--- config.mk ---
export PLATFORM = sky130hd
export DESIGN_NAME = chart_row_rle_decoder_unit
export DESIGN_NICKNAME = d
export VERILOG_FILES = /design/src/hdl/crrd_pkg.sv /design/src/hdl/crrd_step.sv /design/src/hdl/chart_row_rle_decoder_unit.sv
export SDC_FILE = /design/constraint.sdc
export NUM_CORES = 1
export LEC_CHECK = 0
export BUFFER_PORTS_ARGS = -buffer_cell sky130_fd_sc_hd__buf_2
export CORE_MARGIN = 1
export CORE_UTILIZATION = 65
export DETAILED_ROUTE_END_ITERATION = 16
export HOLD_SLACK_MARGIN = 0.08
export PLACE_DENSITY_LB_ADDON = 0.2
export SYNTH_ARGS = -nofsm -noshare
export SYNTH_HDL_FRONTEND = slang
export SYNTH_HIERARCHICAL = 1
export SYNTH_SLANG_ARGS = --single-unit
--- constraint.sdc ---
create_clock -name clk -period 18.3 [get_ports clk]
set_clock_uncertainty 0.05 [all_clocks]
set_input_delay 0.915 -clock clk [delete_from_list [all_inputs] [get_ports clk]]
set_output_delay 0.915 -clock clk [all_outputs]
set_load 0.02 [all_outputs]
--- src/hdl/crrd_pkg.sv ---
// Shared types, constants and helpers for the chart row run-length decoder.
// No dependencies; every other file refers to this package by scoped names.
`timescale 1ns / 1ps
`default_nettype none

package crrd_pkg;

	localparam int CNT_W = 15;               // run counts, widths, pixel positions
	localparam int COLOR_W = 7;
	localparam int DEPTH_W = 3;
	localparam int ACC_EXT_W = CNT_W + 7;    // accumulator shifted by one continuation byte

	localparam logic [CNT_W-1:0] MAX_WIDTH = 15'd16384;
	localparam logic [7:0] CONT_FLAG = 8'h80;
	localparam logic [6:0] PAYLOAD_MASK = 7'h7f;
	localparam logic [CNT_W-1:0] PAD_LIMIT = 15'd8;

	localparam logic CFG_ROW_WIDTH = 1'b0;
	localparam logic CFG_COLOR_DEPTH = 1'b1;

	typedef enum logic [1:0] {
		ST_OK = 2'd0,
		ST_SHORT_ROW = 2'd1,
		ST_DATA_ENDED = 2'd2
	} status_t;

	typedef enum logic [2:0] {
		PH_ROWNUM = 3'b001,
		PH_START = 3'b010,
		PH_CONT = 3'b100
	} phase_t;

	typedef struct packed {
		phase_t phase;
		logic [CNT_W-1:0] acc;
		logic [COLOR_W-1:0] color;
		logic [CNT_W-1:0] written;
	} dec_state_t;

	typedef struct packed {
		logic [7:0] pixel_value;
		logic [CNT_W-1:0] run_count;
		logic row_done;
		status_t row_status;
	} run_result_t;

	function automatic logic [6:0] count_mask(input logic [DEPTH_W-1:0] depth);
		logic [6:0] m;
		case (depth)
			3'd1: m = 7'd63;
			3'd2: m = 7'd31;
			3'd3: m = 7'd15;
			3'd4: m = 7'd7;
			3'd5: m = 7'd3;
			3'd6: m = 7'd1;
			default: m = 7'd0;
		endcase
		return m;
	endfunction

endpackage

`default_nettype wire

--- src/hdl/crrd_step.sv ---
// Next-state and result logic for one compressed byte of a chart row.
// Depends on crrd_pkg for the state and result structs and the count masks.
`timescale 1ns / 1ps
`default_nettype none

module crrd_step (
	input  var crrd_pkg::dec_state_t          cur,
	input  wire [7:0]                         data_byte,
	input  wire                               end_of_data,
	input  wire [crrd_pkg::CNT_W-1:0]         row_width,
	input  wire [crrd_pkg::DEPTH_W-1:0]       color_depth,
	output crrd_pkg::dec_state_t              nxt,
	output logic                              res_valid,
	output crrd_pkg::run_result_t             res
);

	logic [crrd_pkg::CNT_W-1:0] width;
	logic [crrd_pkg::CNT_W-1:0] left;
	logic [crrd_pkg::ACC_EXT_W-1:0] acc_ext;
	logic [crrd_pkg::CNT_W-1:0] acc_cont;
	logic [6:0] start_bits;
	logic [crrd_pkg::CNT_W-1:0] acc_start;
	logic [crrd_pkg::COLOR_W-1:0] color_start;
	logic [2:0] color_shift;
	logic [crrd_pkg::CNT_W-1:0] run_acc;
	logic [crrd_pkg::CNT_W:0] run_len;
	logic [crrd_pkg::CNT_W-1:0] run_capped;
	logic [crrd_pkg::CNT_W-1:0] missing;
	logic [crrd_pkg::COLOR_W-1:0] res_color;

	assign width = (row_width > crrd_pkg::MAX_WIDTH) ? crrd_pkg::MAX_WIDTH : row_width;
	assign left = (cur.written < width) ? (width - cur.written) : '0;
	assign missing = width - cur.written;

	// continuation byte: shift in seven more count bits, saturate at the width
	assign acc_ext = {cur.acc, 7'd0} + {{crrd_pkg::CNT_W{1'b0}}, data_byte[6:0]};
	assign acc_cont = (acc_ext > {7'd0, width}) ? width : acc_ext[crrd_pkg::CNT_W-1:0];

	// run-start byte: colour in the top bits, count below
	assign color_shift = 3'd7 - color_depth;
	assign color_start = (data_byte[6:0] & crrd_pkg::PAYLOAD_MASK) >> color_shift;
	assign start_bits = data_byte[6:0] & crrd_pkg::count_mask(color_depth);
	assign acc_start = ({8'd0, start_bits} > width) ? width : {8'd0, start_bits};

	assign run_acc = (cur.phase == crrd_pkg::PH_CONT) ? acc_cont : acc_start;
	assign run_len = {1'b0, run_acc} + 16'd1;
	assign run_capped = (run_len > {1'b0, left}) ? left : run_len[crrd_pkg::CNT_W-1:0];

	always_comb begin
		nxt = cur;
		res_valid = 1'b0;
		res_color = cur.color;
		res.run_count = '0;
		res.row_done = 1'b0;
		res.row_status = crrd_pkg::ST_OK;
		if (end_of_data) begin
			res_valid = 1'b1;
			res.row_done = 1'b1;
			res.row_status = crrd_pkg::ST_DATA_ENDED;
			nxt.phase = crrd_pkg::PH_ROWNUM;
			nxt.acc = '0;
			nxt.color = 7'd1;
			nxt.written = '0;
		end else begin
			case (cur.phase)
				crrd_pkg::PH_ROWNUM: begin
					if (!data_byte[7]) begin
						nxt.phase = crrd_pkg::PH_START;
					end
				end
				crrd_pkg::PH_CONT: begin
					nxt.acc = acc_cont;
					if (!data_byte[7]) begin
						res_valid = 1'b1;
						res.run_count = run_capped;
						nxt.written = cur.written + run_capped;
						nxt.acc = '0;
						nxt.phase = crrd_pkg::PH_START;
					end
				end
				crrd_pkg::PH_START: begin
					if (data_byte == 8'd0) begin
						// end of row: pad a nearly full row, flag a short one
						res_valid = 1'b1;
						res.row_done = 1'b1;
						if (cur.written < width) begin
							if (missing < crrd_pkg::PAD_LIMIT) begin
								res.run_count = missing;
							end else begin
								res.row_status = crrd_pkg::ST_SHORT_ROW;
							end
						end
						nxt.phase = crrd_pkg::PH_ROWNUM;
						nxt.acc = '0;
						nxt.color = 7'd1;
						nxt.written = '0;
					end else begin
						nxt.color = color_start;
						res_color = color_start;
						nxt.acc = acc_start;
						if ((data_byte & crrd_pkg::CONT_FLAG) != 8'd0) begin
							nxt.phase = crrd_pkg::PH_CONT;
						end else begin
							res_valid = 1'b1;
							res.run_count = run_capped;
							nxt.written = cur.written + run_capped;
							nxt.acc = '0;
						end
					end
				end
				default: begin
					nxt.phase = crrd_pkg::PH_ROWNUM;
				end
			endcase
		end
		res.pixel_value = {1'b0, res_color} - 8'd1;
	end

endmodule

`default_nettype wire

--- src/hdl/chart_row_rle_decoder_unit.sv ---
// Top level of the chart row run-length decoder: input register, state, result register.
// Depends on crrd_pkg and crrd_step.
`timescale 1ns / 1ps
`default_nettype none

// Channel   | Dir | Handshake         | Payload
// s_axis    | in  | tvalid / tready   | tdata = data_byte, tuser = end_of_data
// m_axis    | out | tvalid / tready   | tdata = pixel_value, run_count; tlast = row_done;
//           |     |                   | tuser = row_status
// cfg       | in  | valid / ready     | index 0 row_width, 1 color_depth
//
// One byte per cycle unless m_axis stalls: a byte is held in the input register,
// and its result is registered in the output register when the byte advances.
// The per-byte work is shifts, masks, one 22-bit add and compare, and narrower adds, subtracts and compares.
// The input register advances whenever the byte makes no result or the output
// register is free or being taken; a stall at m_axis holds both registers only
// while the byte in the input register has a result to hand on.
// Reset puts the decoder in row-number skipping with both registers empty.

module chart_row_rle_decoder_unit (
	input  wire        clk,
	input  wire        arst_n,
	input  wire        s_axis_tvalid,
	output logic       s_axis_tready,
	input  wire [7:0]  s_axis_tdata,   // [7:0] data_byte
	input  wire        s_axis_tuser,   // [0] end_of_data
	output logic       m_axis_tvalid,
	input  wire        m_axis_tready,
	output logic [23:0] m_axis_tdata,  // [7:0] pixel_value, [22:8] run_count, [23] zero
	output logic       m_axis_tlast,   // row_done
	output logic [1:0] m_axis_tuser,   // [1:0] row_status
	input  wire        cfg_valid,
	output logic       cfg_ready,
	input  wire        cfg_index,
	input  wire [14:0] cfg_data
);

	logic s1_valid;
	logic [7:0] data_byte_s1;
	logic end_of_data_s1;

	logic [crrd_pkg::CNT_W-1:0] row_width_q;
	logic [crrd_pkg::DEPTH_W-1:0] color_depth_q;
	crrd_pkg::dec_state_t state_q;
	crrd_pkg::dec_state_t state_nxt;

	logic res_valid;
	crrd_pkg::run_result_t res;
	logic out_valid_q;
	crrd_pkg::run_result_t out_q;

	logic out_free;
	logic s1_fire;
	logic s_accept;

	crrd_step u_step (
		.cur         (state_q),
		.data_byte   (data_byte_s1),
		.end_of_data (end_of_data_s1),
		.row_width   (row_width_q),
		.color_depth (color_depth_q),
		.nxt         (state_nxt),
		.res_valid   (res_valid),
		.res         (res)
	);

	assign out_free = !out_valid_q || m_axis_tready;
	assign s1_fire = s1_valid && (!res_valid || out_free);
	assign s_axis_tready = !s1_valid || s1_fire;
	assign s_accept = s_axis_tvalid && s_axis_tready;
	assign cfg_ready = 1'b1;

	always_ff @(posedge clk or negedge arst_n) begin
		if (!arst_n) begin
			row_width_q <= 15'd1;
			color_depth_q <= 3'd7;
		end else if (cfg_valid) begin
			case (cfg_index)
				crrd_pkg::CFG_ROW_WIDTH: row_width_q <= cfg_data;
				crrd_pkg::CFG_COLOR_DEPTH: color_depth_q <= cfg_data[2:0];
				default: ;
			endcase
		end
	end

	// input register
	always_ff @(posedge clk or negedge arst_n) begin
		if (!arst_n) begin
			s1_valid <= 1'b0;
		end else if (s_axis_tready) begin
			s1_valid <= s_axis_tvalid;
		end
	end

	always_ff @(posedge clk) begin
		if (s_accept) begin
			data_byte_s1 <= s_axis_tdata;
			end_of_data_s1 <= s_axis_tuser;
		end
	end

	// decoder state
	always_ff @(posedge clk or negedge arst_n) begin
		if (!arst_n) begin
			state_q.phase <= crrd_pkg::PH_ROWNUM;
			state_q.acc <= '0;
			state_q.color <= 7'd1;
			state_q.written <= '0;
		end else if (s1_fire) begin
			state_q <= state_nxt;
		end
	end

	// result register
	always_ff @(posedge clk or negedge arst_n) begin
		if (!arst_n) begin
			out_valid_q <= 1'b0;
		end else if (out_free) begin
			out_valid_q <= s1_fire && res_valid;
		end
	end

	always_ff @(posedge clk) begin
		if (out_free && s1_fire && res_valid) begin
			out_q <= res;
		end
	end

	assign m_axis_tvalid = out_valid_q;
	assign m_axis_tdata = {1'b0, out_q.run_count, out_q.pixel_value};
	assign m_axis_tlast = out_q.row_done;
	assign m_axis_tuser = out_q.row_status;

endmodule

`default_nettype wire
==> flow_summary.ini, run 1 <==
[timing]
fin_crit_ns = 9.77
max_freq_mhz = 102
fin_setup_tns_ns = 0
hold_viol = 0
setup-violations-final = 0
setup_slack_ns = 8.53
finalCritPeriodShare = 0.534
rsz0062_at_grt = no
slew_violations = 0
worst_slew_pin_slew_ns = 0.969
hold-worst-slack_ns = 0.468
slew_headroom = 0.352

[critical_path]
worst-setup-path-type = reg -> reg
crit_family = compound AO/OA/AOI/OAI gates
critPathMaxFanout = 32
endpoint_kind = register
crit_arrival_ns = 9.94
crit_path_start_kind = register
cp_num_buf_inv = 4
required_ns = 18.47
reg2reg_depth = 41
crit_slowest_cell = o21ba_1
worst-path-stages = 41
crit_path_start = row_width_q[14]$_DFFE_PN0P_
reg2reg_from = row_width_q[14]$_DFFE_PN0P_
cpPeakStageDelay_ns = 0.87

[logic_synthesis]
synth_common_cells = nand2_1, nor2_1, ha_1
ys_seq_area_frac = 0.282
synth_top_family_by_area = simple AND/OR/NAND/NOR gates
yosys_warnings = 6
ys.flop_type = dfrtp_1
synth_largest_area_cell = dfrtp_1
synth.area.top_cells = dfrtp_1, edfxtp_1, ha_1
synth-xor-area-share = 0.0357
synth_edf_count = 35
syn_inst = 1033
synth_nets = 1136
synthDistinctLibCells = 77
synth_seq_cells = 95
synth-simple-area-share = 0.255
synth_top_cell_area_share = 0.149
synth_compound_area_frac = 0.185
synthMuxAreaShare = 0.0767
synthAdderAreaFrac = 0.102
synthesis.area_mm2 = 0.00907
post-synth-top-count-cell = nand2_1
async_flop_share = 0.632
avgSynthCellArea_um2 = 8.78

[route]
drt_first_pass_iters = 6
wire_per_inst_um = 20.5
ant_nets = 0
post-route-drc-count = 0
routed_wl_um = 25200
viasPerCell = 6.57
drt_iter0_markers = 938
vias = 8085

[floorplan]
die_h_um = 120
row_count = 42
coreArea_mm2 = 0.0134
die_area_mm2 = 0.0144
ios = 60
initial_core_util = 0.677
die_w_um = 120

[clocking]
cts_tree = built
clock_latency_ns = 0.36
postCtsResizedCells = 0
cts_buffers = 9
cts_setup_buffers = 0
cts_buffer_depth = 2
clk_pin_slew_ns = 0.07
cts_sinks = 95
cts_root_buffer = clkbuf_16
cts_htree_levels = 3
ctsHoldBuffers = 0

[placed_design]
dp_slack_ns = 8.90
place_congestion = 1.02
hpwl_um = 17900
portBuffers = 57

[pwr]
ir_worst_vdd_mv = 0.0495
total_power_mw = 0.789
power_density_mw_per_mm2 = 82.2
power_leakage_nw = 4.24

[grt]
grt_max_degree = 83
track_usage = 0.360
grt-ovfl-total = 0
grt_pass1_wl_um = 40200
grt_pass1_vias = 7595
antenna_found_initial = 0

[job]
drv_cap = 0

[layout]
finalNetCount = 1152
drive_gt1_frac = 0.167
finish.utilization = 0.716
diodes = 0
area_growth_syn_to_layout_pct = 5.75

[hold_path]
worstHoldPathType = reg -> reg
min_from = row_width_q[4]$_DFFE_PN0P_
hold_depth = 1

[run_status]
outcome = finished clean
[worst register-to-register path: cells and delay by family, from the launching register on]
family	cells	cell delay, ns
AO/OA/AOI/OAI	20	4.35
XOR/XNOR	2	0.40
adder cells (fa/ha/maj)	4	1.05
buffers and inverters	4	0.71
flip-flops	1	0.51
multiplexers	2	0.76
AND/OR/NAND/NOR	9	1.79
[cells by family after synthesis]
family,count (synthesis)
adders and majority gates,73
and+or+nand+nor,438
DFF,95
AOI/OAI and AO/OA,216
muxes,58
buffers and inverters,114
other,2
xor gates and xnor gates,37
[cells in the final DEF, fill, tap and decap left out, types with 18 or more instances in the layout]
master	synthesis	layout
buf_2	8	57
nand2b_1	48	48
dfrtp_1	54	53
ha_1	71	71
a21oi_1	49	49
xnor2_1	19	19
mux2i_1	26	26
nand2_1	123	123
inv_1	51	51
o211ai_2	40	40
nor3_1	20	20
a21o_1	21	21
and2_1	18	18
nor2_1	95	94
o21ai_0	27	27
nand4b_1	42	42
xor2_1	18	18
edfxtp_1	35	35
[path summary, 6_finish.rpt]
kind	end	slack (ns)
min reg2reg	row_width_q[4]$_DFFE_PN0P_	0.47
max in group asynchronous	s1_valid$_DFFE_PN0P_	16.93
min in group asynchronous	state_q[12]$_DFFE_PN0N_	0.66
max	state_q[13]$_DFFE_PN0N_	8.53
min	row_width_q[4]$_DFFE_PN0P_	0.47
max reg2reg	state_q[13]$_DFFE_PN0N_	8.53
[power breakdown]
part | total [mW] | internal, mW | switching, mW
sequential | 0.264 | 0.242 | 0.0220
combinational | 0.326 | 0.128 | 0.198
clock | 0.199 | 0.108 | 0.0908
[metrics by stage]
step / area (µm²) / cells
6_report: 9590 / 1230
5_1_grt: 9590 / 1230
4_1_cts: 9590 / 1230
3_3_place_gp: 9290 / 1214
2_1_floorplan: 9070 / 1033
3_5_place_dp: 9290 / 1214
[flip-flops by register name, summed over array words and instances (netlist names)]
signal and flops:
m_axis_tdata 23, s1_valid 1, state_q 40, m_axis_tvalid 1, m_axis_tlast 1, end_of_data_s1 1, data_byte_s1 8, row_width_q 15
color_depth_q 3, m_axis_tuser 2
[cell type report]
cell class              count  area (µm²)
clock buffers              10         229
repair buffers             67         360
multi-input cells         824        5950
inverters                  52         195
clock inverters             6        76.3
flip-flops and latches     95        2560
well taps                 176         220
fillers                  1072        3810
[layer usage]
metal | vias to the layer above | share of wire | global-route usage
met5 | - | 0 | 0
met4 | 0 | 0.032 | 0.143
met3 | 65 | 0.084 | 0.0413
met2 | 445 | 0.45 | 0.572
met1 | 3823 | 0.43 | 0.497
li1 | 3752 | - | -
No activity file was read; power rests on OpenSTA's default activity.
==> run 2: changes to the inputs <==
--- a/config.mk
+++ b/config.mk
@@ -7,7 +7,7 @@
 export LEC_CHECK = 0
 export BUFFER_PORTS_ARGS = -buffer_cell sky130_fd_sc_hd__buf_2
 export CORE_MARGIN = 1
-export CORE_UTILIZATION = 65
+export CORE_UTILIZATION = 63
 export DETAILED_ROUTE_END_ITERATION = 16
 export HOLD_SLACK_MARGIN = 0.08
 export PLACE_DENSITY_LB_ADDON = 0.2
==> constraint.sdc (replaced) <==
create_clock -name clk -period 9.2 [get_ports clk]
set_clock_uncertainty 0.05 [all_clocks]
set_input_delay 0.46 -clock clk [delete_from_list [all_inputs] [get_ports clk]]
set_output_delay 0.46 -clock clk [all_outputs]
set_load 0.02 [all_outputs]
==> flow_summary.ini, run 2 (synthesized netlist as in run 1, its figures left out) <==
[floorplan]
die_w_um = 122
coreArea_mm2 = 0.0140
die_h_um = 122
die_area_mm2 = 0.0149
initial_core_util = 0.648
ios = 60
row_count = 43

[clocking]
ctsHoldBuffers = 0
cts_tree = built
cts_buffer_depth = 2
cts_htree_levels = 3
clk_pin_slew_ns = 0.08
cts_buffers = 9
cts_sinks = 95
clock_latency_ns = 0.36
cts_root_buffer = clkbuf_16

[timing]
setup_slack_ns = 0.606
fin_setup_tns_ns = 0
max_freq_mhz = 116
finalCritPeriodShare = 0.934
hold-worst-slack_ns = 0.217
setup-violations-final = 0
hold_viol = 0
slew_violations = 0
slew_headroom = 0.376
fin_crit_ns = 8.59
worst_slew_pin_slew_ns = 0.932
rsz0062_at_grt = no

[layout]
area_growth_syn_to_layout_pct = 6.50
top_register = state_q
final_common_cell = nand2_1
finalNetCount = 1160
drive_gt1_frac = 0.178
multi_input_area_mm2 = 0.00596
diodes = 0
final-seq-area_mm2 = 0.00256
final_cell_mix = nand2_1, nor2_1, ha_1
finish.utilization = 0.691
largest_reg_flops = 40
n_fill_cell = 1185

[grt]
grt_pass1_vias = 7606
antenna_found_initial = 0
grt_max_degree = 82
grt-ovfl-total = 0
track_usage = 0.348
grt_pass1_wl_um = 39500

[hold_path]
min_from = s_axis_tdata[5]
worstHoldPathType = in -> reg

[critical_path]
worst-setup-path-type = reg -> reg
required_ns = 9.43
cpPeakStageDelay_ns = 0.46
endpoint_kind = register
crit_path_start_kind = register
crit_slowest_cell = dfstp_2
crit_path_start = color_depth_q[0]$_DFFE_PN1P_
crit_arrival_ns = 8.82
critPathMaxFanout = 27
reg2reg_from = color_depth_q[0]$_DFFE_PN1P_

[placed_design]
portBuffers = 57
place_congestion = 0.918
hpwl_um = 17900
dp_slack_ns = 0.436

[route]
ant_nets = 0
routed_wl_um = 25000
wire_per_inst_um = 20.1
drt_iter0_markers = 842
drt_first_pass_iters = 5
vias = 8062
viasPerCell = 6.49
post-route-drc-count = 0

[job]
drv_cap = 0

[pwr]
power_leakage_nw = 4.27
ir_worst_vdd_mv = 0.126
power_density_mw_per_mm2 = 161
total_power_mw = 1.56

[run_status]
outcome = finished clean
-- run 2: power breakdown --
group | internal (mW) | leakage (nW) | switching (mW)
sequential | 0.481 | 1.12 | 0.0422
combinational | 0.259 | 3.01 | 0.399
clock | 0.192 | 0.143 | 0.186
total | 0.932 | 4.27 | 0.628
-- run 2: metrics by stage --
step / std cells / area, µm²
global route: 1242 / 9660
global placement: 1224 / 9340
finish: 1242 / 9660
detailed placement: 1224 / 9340
CTS: 1240 / 9640
floorplan: 1033 / 9070
-- run 2: cell type report --
type,instances,share of cell area
Multi-Input combinational cell,824,0.616
Timing Repair Buffer,75,0.0435
Clock buffer,9,0.0233
Clock inverter,7,0.00751
Tap cell,180,0.0233
Sequential cell,95,0.265
Inverter,52,0.0206
-- run 2: path summary, 6_finish.rpt --
kind                                                  end  slack (ns)  cells after the start
worst min-delay path            data_byte_s1[5]$_DFFE_PP_        0.22                      1
worst min register to register    state_q[15]$_DFFE_PN1N_        0.48                      2
worst max-delay path              state_q[14]$_DFFE_PN0N_        0.61                     43
max in group asynchronous            s1_valid$_DFFE_PN0P_        8.24                      2
worst max register to register    state_q[14]$_DFFE_PN0N_        0.61                     43
min in group asynchronous          state_q[7]$_DFFE_PN0N_        0.24                      2
-- run 2: layer usage --
metal	vias up	GRT usage	share of wire
li1	3763	-	-
met1	3876	0.458	0.43
met2	370	0.561	0.47
met3	53	0.0623	0.075
met4	0	0.144	0.027
met5	-	0	0
-- run 2: critical path: cells and delay by family, from the launching register on --
kind                       cells  cell delay (ns)
DFF                            1             0.46
xor gates and xnor gates       2             0.35
AOI/OAI and AO/OA             16             2.90
buffers and inverters          3             0.42
and+or+nand+nor               16             2.75
muxes                          1             0.24
adders and majority gates      5             1.32
-- run 2: what timing repair did --
| action | CTS | global route |
|---|---|---|
| resized for setup | 0 | 6 |
| buffers inserted | 0 | 2 |
| endpoints found under the hold margin | 0 | 0 |
| setup endpoints to repair | 0 | 4 |
==> run 3: changes to the inputs <==
--- a/config.mk
+++ b/config.mk
@@ -10,6 +10,7 @@
 export CORE_UTILIZATION = 63
 export DETAILED_ROUTE_END_ITERATION = 16
 export HOLD_SLACK_MARGIN = 0.08
+export MAX_ROUTING_LAYER = met4
 export PLACE_DENSITY_LB_ADDON = 0.2
 export SYNTH_ARGS = -nofsm -noshare
 export SYNTH_HDL_FRONTEND = slang
==> flow_summary.ini, run 3 (synthesized netlist as in run 1, its figures left out) <==
[critical_path]
reg2reg_depth = 41
reg2reg_slack_ns = 0.55
worst-setup-path-type = reg -> reg
crit_family = compound AO/OA/AOI/OAI gates
r2r-end = state_q[13]$_DFFE_PN0N_
crit_path_start_kind = register
critPathMaxFanout = 27
cpPeakStageDelay_ns = 0.49
endpoint_kind = register
cp_common_cell = a21oi_1
crit_slowest_cell = a2111oi_1
required_ns = 9.37
reg2reg_from = color_depth_q[0]$_DFFE_PN1P_
crit_arrival_ns = 8.83
cp_num_buf_inv = 3

[floorplan]
initial_core_util = 0.648
row_count = 43
die_area_mm2 = 0.0149
die_w_um = 122
ios = 60
die_h_um = 122
coreArea_mm2 = 0.0140

[hold_path]
hold_depth = 1
min_to = data_byte_s1[0]$_DFFE_PP_
worstHoldPathType = in -> reg
min_from = s_axis_tdata[0]

[grt]
grt_pass1_vias = 7425
track_usage = 0.355
antenna_found_initial = 0
grt_max_degree = 82
grt_pass1_wl_um = 39400
grt-ovfl-total = 0

[timing]
slew_violations = 0
hold-worst-slack_ns = 0.215
worst_slew_pin_slew_ns = 0.912
fin_setup_tns_ns = 0
fin_crit_ns = 8.65
max_freq_mhz = 116
setup_slack_ns = 0.548
finalCritPeriodShare = 0.940
hold_viol = 0
slew_headroom = 0.389
setup-violations-final = 0
rsz0062_at_grt = no

[route]
wire_per_inst_um = 19.9
vias = 7980
routed_wl_um = 24700
post-route-drc-count = 0
drt_first_pass_iters = 8
drt_iter0_markers = 867
ant_nets = 0
viasPerCell = 6.44

[pwr]
ir_worst_vdd_mv = 0.121
power_density_mw_per_mm2 = 163
power_leakage_nw = 4.26

[placed_design]
placed_cell_area_mm2 = 0.00933
portBuffers = 57
dpl.cell_count = 1223
dp_slack_ns = 0.576
place_congestion = 0.967
hpwl_um = 17600

[layout]
postLayoutCellArea_mm2 = 0.00965
largest_reg_flops = 40
finalNetCount = 1157
drive_gt1_frac = 0.176
layoutNonFillerInstCount = 1239
final_cell_mix = nand2_1, nor2_1, ha_1
final_common_cell = nand2_1
diodes = 0
area_growth_syn_to_layout_pct = 6.40
top_register = state_q

[clocking]
cts_sinks = 95
cts_htree_levels = 3
cts_buffers = 9
cts_tree = built
cts_root_buffer = clkbuf_16
clk_pin_slew_ns = 0.08
cts_buffer_depth = 2
cts_setup_buffers = 0
clock_latency_ns = 0.37

[job]
drv_cap = 0

[run_status]
outcome = finished clean
-- run 3: how the worst max path moves through the flow --
stage	endpoint	cells after the start	startpoint
floorplan	state_q[13]$_DFFE_PN0N_	43	row_width_q[14]$_DFFE_PN0P_
global placement	state_q[14]$_DFFE_PN0N_	43	color_depth_q[0]$_DFFE_PN1P_
detailed placement	state_q[14]$_DFFE_PN0N_	43	row_width_q[14]$_DFFE_PN0P_
CTS	state_q[13]$_DFFE_PN0N_	41	row_width_q[14]$_DFFE_PN0P_
global route	state_q[14]$_DFFE_PN0N_	43	color_depth_q[0]$_DFFE_PN1P_
finish	state_q[13]$_DFFE_PN0N_	41	color_depth_q[0]$_DFFE_PN1P_
-- run 3: power by group --
part,switching (mW),internal (mW),leakage (nW)
logic,0.395,0.258,2.99
clock network,0.198,0.195,0.151
registers,0.0423,0.481,1.12
-- run 3: area by class of cell --
cell class              instances  area, µm²
well taps                     180        225
clock inverters                 7       86.3
repair buffers                 72        398
multi-input cells             824       5960
clock buffers                   9        225
fillers                      1154       4340
inverters                      52        199
flip-flops and latches         95       2560
-- run 3: worst reg2reg max path: cells and delay by family (launching register included) --
kind,cells,cell delay (ns)
AND/OR/NAND/NOR,11,2.22
flip-flops,1,0.46
XOR/XNOR,2,0.45
buffers and inverters,3,0.50
AO/OA/AOI/OAI,20,3.49
multiplexers,1,0.27
adder cells (fa/ha/maj),4,1.09
-- run 3: per-layer routing --
| layer | wire, µm | up-vias | part of all wire | track usage |
|---|---|---|---|---|
| li1 | - | 3765 | - | - |
| met1 | 11300 | 3815 | 0.46 | 0.483 |
| met2 | 11100 | 340 | 0.45 | 0.532 |
| met3 | 1590 | 60 | 0.064 | 0.0426 |
| met4 | 788 | 0 | 0.032 | 0.150 |
| met5 | 0 | - | 0 | - |
-- run 3: stage by stage --
step	utilization	total power [mW]
floorplan	-	1.01
global placement	0.667	1.16
detailed placement	0.667	1.17
CTS	0.689	1.56
global route	0.690	1.66
finish	0.690	1.57
-- run 3: timing repair --
item | in CTS | in global routing
hold buffers | 0 | 0
resized for setup | 0 | 6
setup endpoints to repair | 0 | 4
endpoints found under the hold margin | 0 | 0
